File: config.mk
export PLATFORM = sky130hd
export DESIGN_NAME = arp_request_responder
export DESIGN_NICKNAME = d
export VERILOG_FILES = /design/src/rtl/arpr_pkg.sv /design/src/rtl/arpr_parser.sv /design/src/rtl/arpr_reply.sv /design/src/rtl/arp_request_responder.sv
export SDC_FILE = /design/constraint.sdc
export NUM_CORES = 1
export LEC_CHECK = 0
export ABC_AREA = 0
export BUFFER_PORTS_ARGS = -buffer_cell sky130_fd_sc_hd__buf_4
export CAP_MARGIN = 25
export CORE_ASPECT_RATIO = 1.1
export CORE_MARGIN = 2
export CORE_UTILIZATION = 65
export CTS_CLUSTER_SIZE = 28
export DETAILED_ROUTE_END_ITERATION = 10
export PLACE_DENSITY = 0.84
export SETUP_SLACK_MARGIN = 0.1
export SLEW_MARGIN = 20
export SYNTH_ARGS = -nofsm -noshare
export SYNTH_HDL_FRONTEND = slang
export SYNTH_SLANG_ARGS = --single-unit
File: constraint.sdc
create_clock -name aclk -period 10.4 [get_ports aclk]
set_input_delay 1.56 -clock aclk [delete_from_list [all_inputs] [get_ports aclk]]
set_output_delay 1.56 -clock aclk [all_outputs]
set_load 0.005 [all_outputs]
File: src/rtl/arpr_pkg.sv
// ----------------------------------------------------------------------------
// arpr_pkg
// Shared constants, types and the fixed-header table for the ARP responder.
// ----------------------------------------------------------------------------
package arpr_pkg;

    localparam int MAX_FRAME_BYTES_DEF = 1514;

    // Frame layout (byte offsets from the start of the Ethernet frame)
    localparam int ETH_TYPE_OFFSET = 12;
    localparam int ETH_HDR_LEN     = 14;
    localparam int ARP_BODY_LEN    = 28;
    localparam int ARP_SHA_START   = ETH_HDR_LEN + 8;
    localparam int ARP_SPA_START   = ETH_HDR_LEN + 14;
    localparam int ARP_TPA_START   = ETH_HDR_LEN + 24;
    localparam int ARP_FRAME_LEN   = ETH_HDR_LEN + ARP_BODY_LEN;

    localparam logic [15:0] ETHERTYPE_ARP  = 16'h0806;
    localparam logic [15:0] ARP_HTYPE_ETH  = 16'h0001;
    localparam logic [15:0] ARP_PTYPE_IPV4 = 16'h0800;
    localparam logic [7:0]  ARP_HLEN_MAC   = 8'd6;
    localparam logic [7:0]  ARP_PLEN_IPV4  = 8'd4;
    localparam logic [15:0] ARP_OP_REQUEST = 16'h0001;
    localparam logic [15:0] ARP_OP_REPLY   = 16'h0002;

    localparam int IDX_W = $clog2(ARP_BODY_LEN);

    // Configuration port
    localparam int CFG_ADDR_W = 1;
    localparam int CFG_DATA_W = 48;
    localparam logic [CFG_ADDR_W-1:0] REG_LOCAL_IP  = 1'd0;
    localparam logic [CFG_ADDR_W-1:0] REG_LOCAL_MAC = 1'd1;

    localparam logic [31:0] LOCAL_IP_RST  = 32'h0A00_020A;
    localparam logic [47:0] LOCAL_MAC_RST = 48'h0;

    // Request handed from the parser to the reply generator
    typedef struct packed {
        logic        start;
        logic [47:0] sha;
        logic [31:0] spa;
    } reply_req_t;

    // Expected byte k of the fixed ARP request header
    function automatic logic [7:0] hdr_byte(input logic [2:0] k);
        logic [7:0] b;
        case (k)
            3'd0: b = ARP_HTYPE_ETH[15:8];
            3'd1: b = ARP_HTYPE_ETH[7:0];
            3'd2: b = ARP_PTYPE_IPV4[15:8];
            3'd3: b = ARP_PTYPE_IPV4[7:0];
            3'd4: b = ARP_HLEN_MAC;
            3'd5: b = ARP_PLEN_IPV4;
            3'd6: b = ARP_OP_REQUEST[15:8];
            default: b = ARP_OP_REQUEST[7:0];
        endcase
        return b;
    endfunction

endpackage

File: src/rtl/arpr_parser.sv
// ----------------------------------------------------------------------------
// arpr_parser
// Tracks the byte position of the received frame, captures the ethertype and
// ARP fields, and flags a qualifying request on its final byte.
// ----------------------------------------------------------------------------
module arpr_parser #(
    parameter int MAX_FRAME_BYTES = arpr_pkg::MAX_FRAME_BYTES_DEF
) (
    input  logic                aclk,
    input  logic                aresetn,
    input  logic                in_accept,
    input  logic [7:0]          in_byte,
    input  logic                in_last,
    input  logic [31:0]         local_ip,
    output logic                may_finish,
    output arpr_pkg::reply_req_t req
);
    import arpr_pkg::*;

    localparam int PosW = $clog2(MAX_FRAME_BYTES + 1);
    localparam logic [PosW-1:0] PosMax = PosW'(MAX_FRAME_BYTES);

    logic [PosW-1:0] pos_reg, pos_next;
    logic [15:0]     type_reg, type_next;
    logic            hv_reg, hv_next;
    logic [47:0]     sha_reg, sha_next;
    logic [31:0]     spa_reg, spa_next;
    logic            tm_reg, tm_next;

    logic [PosW-1:0] hdr_off, tgt_off;
    logic [7:0]      ip_byte;
    logic            qualify;

    assign hdr_off = pos_reg - PosW'(ETH_HDR_LEN);
    assign tgt_off = pos_reg - PosW'(ARP_TPA_START);

    always_comb begin
        case (tgt_off[1:0])
            2'd0: ip_byte = local_ip[31:24];
            2'd1: ip_byte = local_ip[23:16];
            2'd2: ip_byte = local_ip[15:8];
            default: ip_byte = local_ip[7:0];
        endcase
    end

    always_comb begin
        pos_next  = pos_reg;
        type_next = type_reg;
        hv_next   = hv_reg;
        sha_next  = sha_reg;
        spa_next  = spa_reg;
        tm_next   = tm_reg;
        if (pos_reg < PosMax) begin
            pos_next = pos_reg + 1'b1;
            if (pos_reg == PosW'(ETH_TYPE_OFFSET)) begin
                type_next = {in_byte, type_reg[7:0]};
            end else if (pos_reg == PosW'(ETH_TYPE_OFFSET + 1)) begin
                type_next = {type_reg[15:8], in_byte};
            end else if (pos_reg >= PosW'(ETH_HDR_LEN) && pos_reg < PosW'(ARP_SHA_START)) begin
                if (in_byte != hdr_byte(hdr_off[2:0])) begin
                    hv_next = 1'b0;
                end
            end else if (pos_reg >= PosW'(ARP_SHA_START) && pos_reg < PosW'(ARP_SPA_START)) begin
                sha_next = {sha_reg[39:0], in_byte};
            end else if (pos_reg >= PosW'(ARP_SPA_START)
                         && pos_reg < PosW'(ARP_SPA_START + 4)) begin
                spa_next = {spa_reg[23:0], in_byte};
            end else if (pos_reg >= PosW'(ARP_TPA_START) && pos_reg < PosW'(ARP_FRAME_LEN)) begin
                if (in_byte != ip_byte) begin
                    tm_next = 1'b0;
                end
            end
        end
    end

    assign qualify = pos_next >= PosW'(ARP_FRAME_LEN) && type_next == ETHERTYPE_ARP
                     && hv_next && tm_next;

    assign req.start = in_accept && in_last && qualify;
    assign req.sha   = sha_next;
    assign req.spa   = spa_next;

    // A frame can only end with a reply once this byte lands at or past the body end
    assign may_finish = pos_reg >= PosW'(ARP_FRAME_LEN - 1);

    always_ff @(posedge aclk) begin
        if (!aresetn) begin
            pos_reg  <= '0;
            type_reg <= '0;
            hv_reg   <= 1'b1;
            sha_reg  <= '0;
            spa_reg  <= '0;
            tm_reg   <= 1'b1;
        end else if (in_accept) begin
            if (in_last) begin
                pos_reg  <= '0;
                type_reg <= '0;
                hv_reg   <= 1'b1;
                sha_reg  <= '0;
                spa_reg  <= '0;
                tm_reg   <= 1'b1;
            end else begin
                pos_reg  <= pos_next;
                type_reg <= type_next;
                hv_reg   <= hv_next;
                sha_reg  <= sha_next;
                spa_reg  <= spa_next;
                tm_reg   <= tm_next;
            end
        end
    end

endmodule

File: src/rtl/arpr_reply.sv
// ----------------------------------------------------------------------------
// arpr_reply
// Holds a snapshot of the reply fields and streams the 28-byte ARP reply.
// ----------------------------------------------------------------------------
module arpr_reply (
    input  logic                 aclk,
    input  logic                 aresetn,
    input  arpr_pkg::reply_req_t req,
    input  logic [31:0]          local_ip,
    input  logic [47:0]          local_mac,
    output logic                 busy,
    output logic                 m_tvalid,
    input  logic                 m_tready,
    output logic [7:0]           m_tdata,
    output logic                 m_tlast
);
    import arpr_pkg::*;

    logic              busy_reg;
    logic [IDX_W-1:0]  idx_reg;
    logic [47:0]       mac_reg, sha_reg;
    logic [31:0]       ip_reg, spa_reg;
    logic [ARP_BODY_LEN*8-1:0] body;
    logic [IDX_W-1:0]  sel;
    logic              take, last_idx;

    // Reply body, first byte in the top bits
    assign body = {hdr_byte(3'd0), hdr_byte(3'd1), hdr_byte(3'd2), hdr_byte(3'd3),
                   hdr_byte(3'd4), hdr_byte(3'd5), ARP_OP_REPLY,
                   mac_reg, ip_reg, sha_reg, spa_reg};

    assign sel      = IDX_W'(ARP_BODY_LEN - 1) - idx_reg;
    assign last_idx = idx_reg == IDX_W'(ARP_BODY_LEN - 1);
    assign take     = busy_reg && m_tready;

    assign m_tvalid = busy_reg;
    assign m_tdata  = body[{sel, 3'b000} +: 8];
    assign m_tlast  = last_idx;
    assign busy     = busy_reg;

    always_ff @(posedge aclk) begin
        if (!aresetn) begin
            busy_reg <= 1'b0;
            idx_reg  <= '0;
        end else if (req.start) begin
            busy_reg <= 1'b1;
            idx_reg  <= '0;
        end else if (take) begin
            if (last_idx) begin
                busy_reg <= 1'b0;
            end
            idx_reg <= idx_reg + 1'b1;
        end
    end

    // Capture registers as they stand on the final request byte
    always_ff @(posedge aclk) begin
        if (req.start) begin
            mac_reg <= local_mac;
            ip_reg  <= local_ip;
            sha_reg <= req.sha;
            spa_reg <= req.spa;
        end
    end

`ifndef NO_ASSERTIONS
    a_no_start_busy: assert property (@(posedge aclk) disable iff (!aresetn)
        req.start |-> !busy_reg)
        else $error("reply request while a reply is in flight");

    a_stall_hold: assert property (@(posedge aclk) disable iff (!aresetn)
        (busy_reg && !m_tready) |=> (busy_reg && $stable(idx_reg)))
        else $error("reply index moved during stall");

    a_end_idle: assert property (@(posedge aclk) disable iff (!aresetn)
        (take && last_idx) |=> !busy_reg)
        else $error("reply still busy after final item");

    a_start_first: assert property (@(posedge aclk) disable iff (!aresetn)
        req.start |=> (busy_reg && idx_reg == '0))
        else $error("reply did not start at first byte");
`endif

endmodule

File: src/rtl/arp_request_responder.sv
// ----------------------------------------------------------------------------
// arp_request_responder
// Answers Ethernet/IPv4 ARP requests for the local address with an ARP reply.
// ----------------------------------------------------------------------------
//   channel  direction  payload                         end marker
//   s_       in         tdata[7:0] frame byte           tlast = frame end
//   m_       out        tdata[7:0] reply byte           tlast = 28th reply byte
//   cfg_     in         wdata: local_ip (0), local_mac (1)
//
// One frame byte is taken per cycle; a qualifying request starts the 28-byte
// reply on the cycle after its final byte, one reply byte per cycle.
// s_tready drops only when a frame reaches the ARP body end while the previous
// reply is still waiting on m_tready; otherwise input never stalls.
// Reset (aresetn low, synchronous) clears frame state and any pending reply.
// ----------------------------------------------------------------------------
module arp_request_responder #(
    parameter int MAX_FRAME_BYTES = arpr_pkg::MAX_FRAME_BYTES_DEF
) (
    input  logic                            aclk,
    input  logic                            aresetn,
    input  logic                            s_tvalid,
    output logic                            s_tready,
    input  logic [7:0]                      s_tdata,   // [7:0] frame_byte
    input  logic                            s_tlast,
    output logic                            m_tvalid,
    input  logic                            m_tready,
    output logic [7:0]                      m_tdata,   // [7:0] reply_byte
    output logic                            m_tlast,
    input  logic                            cfg_we,
    input  logic [arpr_pkg::CFG_ADDR_W-1:0] cfg_addr,
    input  logic [arpr_pkg::CFG_DATA_W-1:0] cfg_wdata
);
    import arpr_pkg::*;

    logic [31:0] local_ip_reg;
    logic [47:0] local_mac_reg;
    logic        in_accept, may_finish, busy;
    reply_req_t  req;

    always_ff @(posedge aclk) begin
        if (!aresetn) begin
            local_ip_reg  <= LOCAL_IP_RST;
            local_mac_reg <= LOCAL_MAC_RST;
        end else if (cfg_we) begin
            case (cfg_addr)
                REG_LOCAL_IP:  local_ip_reg  <= cfg_wdata[31:0];
                REG_LOCAL_MAC: local_mac_reg <= cfg_wdata[47:0];
                default: ;
            endcase
        end
    end

    // Hold input only when this byte could trigger a reply that has no room yet
    assign s_tready  = !busy || !may_finish;
    assign in_accept = s_tvalid && s_tready;

    arpr_parser #(
        .MAX_FRAME_BYTES(MAX_FRAME_BYTES)
    ) u_parser (
        .aclk      (aclk),
        .aresetn   (aresetn),
        .in_accept (in_accept),
        .in_byte   (s_tdata),
        .in_last   (s_tlast),
        .local_ip  (local_ip_reg),
        .may_finish(may_finish),
        .req       (req)
    );

    arpr_reply u_reply (
        .aclk     (aclk),
        .aresetn  (aresetn),
        .req      (req),
        .local_ip (local_ip_reg),
        .local_mac(local_mac_reg),
        .busy     (busy),
        .m_tvalid (m_tvalid),
        .m_tready (m_tready),
        .m_tdata  (m_tdata),
        .m_tlast  (m_tlast)
    );

endmodule

==> qor.yml <==
worst_setup_path:
  cp-start-kind: "primary input"
  critPathLaunch: "s_tdata[6]"
  arrival_ns: 5.68
  cp-end-kind: "flop"
  critical_path.max_stage_delay_ns: 0.84
  cp_num_buf_inv: 3
  cp_top_family: "buffers and inverters"
  cp_max_fo: 74
  cp_num_cells: 9
  cp_cell_sequence: "buf_4 > or3_1 > nor3_1 > mux2i_1 > or4_1 > a2111oi_0 > o311a_4 > buf_4 > buf_4"
  cpMaxStageDelayCell: "buf_4"
  rr_startpoint: "u_parser.pos_reg[0]$_SDFFE_PN0P_"
  ff2ff_path_depth: 10
  required_ns: 10.53
  cpMostUsedCell: "buf_4"
  path_class: "primary input to flop"
drt:
  wl_per_cell_microns: 21.27
  vias: 10570
  vias_per_cell: 6.308
  drt_iter0_markers: 967
  ant_nets: 0
  first_pass_iters: 5
  drc: 0
  drt-total-wl_microns: 35640
synthesis:
  yosys-top-cells-area: "edfxtp_1 31%, dfxtp_1 25%, mux4_2 6.1%"
  syn_area_sq_mm: 0.01554
  yosys-top-cells-count: "195 x dfxtp_1, 186 x nand2_1, 160 x edfxtp_1"
  synth.most_common_cell: "dfxtp_1"
  syn_inst: 1325
  synthArstFlopShare_pct: 0
  synth_cell_types: 63
  syn_avg_cell_area_sq_um: 11.73
  synthFlopType: "dfxtp_1"
  synth-edff-count: 160
  ys_warn_count: 0
  synth_fp_nets: 1405
  ys_ff_latch: 355
  yosysTopAreaCell: "edfxtp_1"
  seq_area_frac_synth_pct: 56.03
  synth_top_area_share_pct: 30.91
global_routing:
  antenna_found_initial: 0
  grt_max_degree: 124
  gr-total-overflow: 0
  grt-busiest-layer: "met2"
  grt_pass1_wl_microns: 56620
  grt_use_total_pct: 29.02
  use_met2_pct: 47.16
  use_met3_pct: 3.874
  grtUsageMet1_pct: 39.63
  grt_pass1_vias: 10400
placement:
  placedCellCount: 1611
  place_area_sq_mm: 0.01621
  io_buffers: 73
  post-place-ws_ns: 4.347
  dpl.hpwl_microns: 22580
  gp_congestion: 0.8648
clock_tree:
  cts_buffer_depth: 3
  cts_resized: 0
  cts_tree: "done"
  postCtsHoldBufs: 0
  h-tree-depth: 2
  clock_latency_ns: 0.53
  cts.clk_slew.worst_paths_ns: 0.06
  post-cts-setup-buffers: 0
  cts_buffers: 35
  cts_root_buffer: "clkbuf_16"
  cts.sinks: 355
pwr:
  finalPower_mw: 2.787
  ir_worst_vdd_v: 0.0001358
  cellPowerDensity_mw_per_mm2: 161.0
  p_leak_nw: 5.906
status:
  status: "completed"
sta:
  timing.hold.ws_ns: 0.4278
  hold_violations: 0
  tns_ns: 0
  max_freq_mhz: 180.3
  slew_headroom_pct: 37.96
  worstMarginPinSlew_ns: 0.9307
  setup_viol: 0
  min_period_ns: 5.546
  slew_viol_final: 0
  rsz0062_at_grt: "no"
  fin_ws_ns: 4.854
  clock_skew_ns: 0.02349
  fin_crit_sh_pct: 53.33
die:
  ios: 74
  rows: 59
  core-area_sq_mm: 0.02355
  initial_core_util_pct: 66.01
  fp.dieW_microns: 151.4
  dieHeight_microns: 166.2
  die_area_sq_mm: 0.02517
final_layout:
  final_area_sq_mm: 0.01731
  final_nets: 1424
  antenna_cells: 0
  syn_to_final_growth_pct: 11.36
  drive_gt1_share_pct: 15.10
  stdcell_count: 1676
  final_util_pct: 73.50
hold_path:
  worstHoldPathType: "flop to flop"
  hp-start: "local_mac_reg[4]$_SDFFE_PN0P_"
  holdPathStages: 0
job:
  drv_cap: 0
area by class of cell:
| cell class | instances | area (sq um) |
|---|---|---|
| inverter | 21 | 80.08 |
| tap | 305 | 381.6 |
| clock buffer | 47 | 950.9 |
| fill | 1545 | 6240 |
| multi-input combinational | 843 | 6380 |
| sequential | 355 | 8713 |
| timing repair buffer | 88 | 680.7 |
| clock inverter | 17 | 122.6 |
power breakdown:
| part | leakage (nW) | internal [mW] | switching, mW |
|---|---|---|---|
| Clock | 0.529 | 0.673 | 0.524 |
| Sequential | 2.86 | 1.46 | 0.0121 |
| Combinational | 2.51 | 0.0448 | 0.0691 |
cell families (layout without fill, tap and decap cells):
| kind of cell | Yosys count | in the layout | synth area share (%) |
|---|---|---|---|
| AOI/OAI and AO/OA | 251 | 251 | 11.58 |
| xor gates and xnor gates | 18 | 18 | 1.014 |
| muxes | 151 | 151 | 13.76 |
| DFF | 355 | 355 | 56.03 |
| adders and majority gates | 17 | 17 | 1.368 |
| and+or+nand+nor | 406 | 406 | 13.14 |
| buffers and inverters | 127 | 173 | 3.107 |
path summary, 6_finish.rpt:
check	slack [ns]	endpoint
max	4.85	u_reply.mac_reg[46]$_DFFE_PP_
min	0.43	u_reply.mac_reg[4]$_DFFE_PP_
max reg2reg	5.02	u_reply.mac_reg[46]$_DFFE_PP_
min reg2reg	0.43	u_reply.mac_reg[4]$_DFFE_PP_
layer usage:
metal	up-vias	part of all wire (%)
li1	4860	-
met5	-	0
met4	0	4.1
met2	398	49
met3	93	5.9
met1	5221	41
cell usage in the layout, fill, tap and decap left out, types with 4 or more instances in the layout:
cell       count
dfxtp_1      193
a222oi_1       8
nand4_1        8
nand3_1       12
nor2b_1      100
and2_1        35
mux2i_1       28
nor3_1        10
o21ai_0        8
inv_1         18
mux4_2        42
xnor2_1       15
clkbuf_16     35
o21ai_1       15
o31ai_1        5
nor2_1        17
clkbuf_1       9
a21boi_0      76
mux2_2        13
o22ai_1        6
a31oi_1       38
clkinv_1       4
mux2_1        68
or3_1          7
buf_4         87
a21oi_1        7
ha_1          17
clkinv_2       8
and2_0         4
nand2_1      186
a22oi_1       65
a21boi_1       4
nor4_1         4
edfxtp_1     160
(Power assumes the default switching activity.)
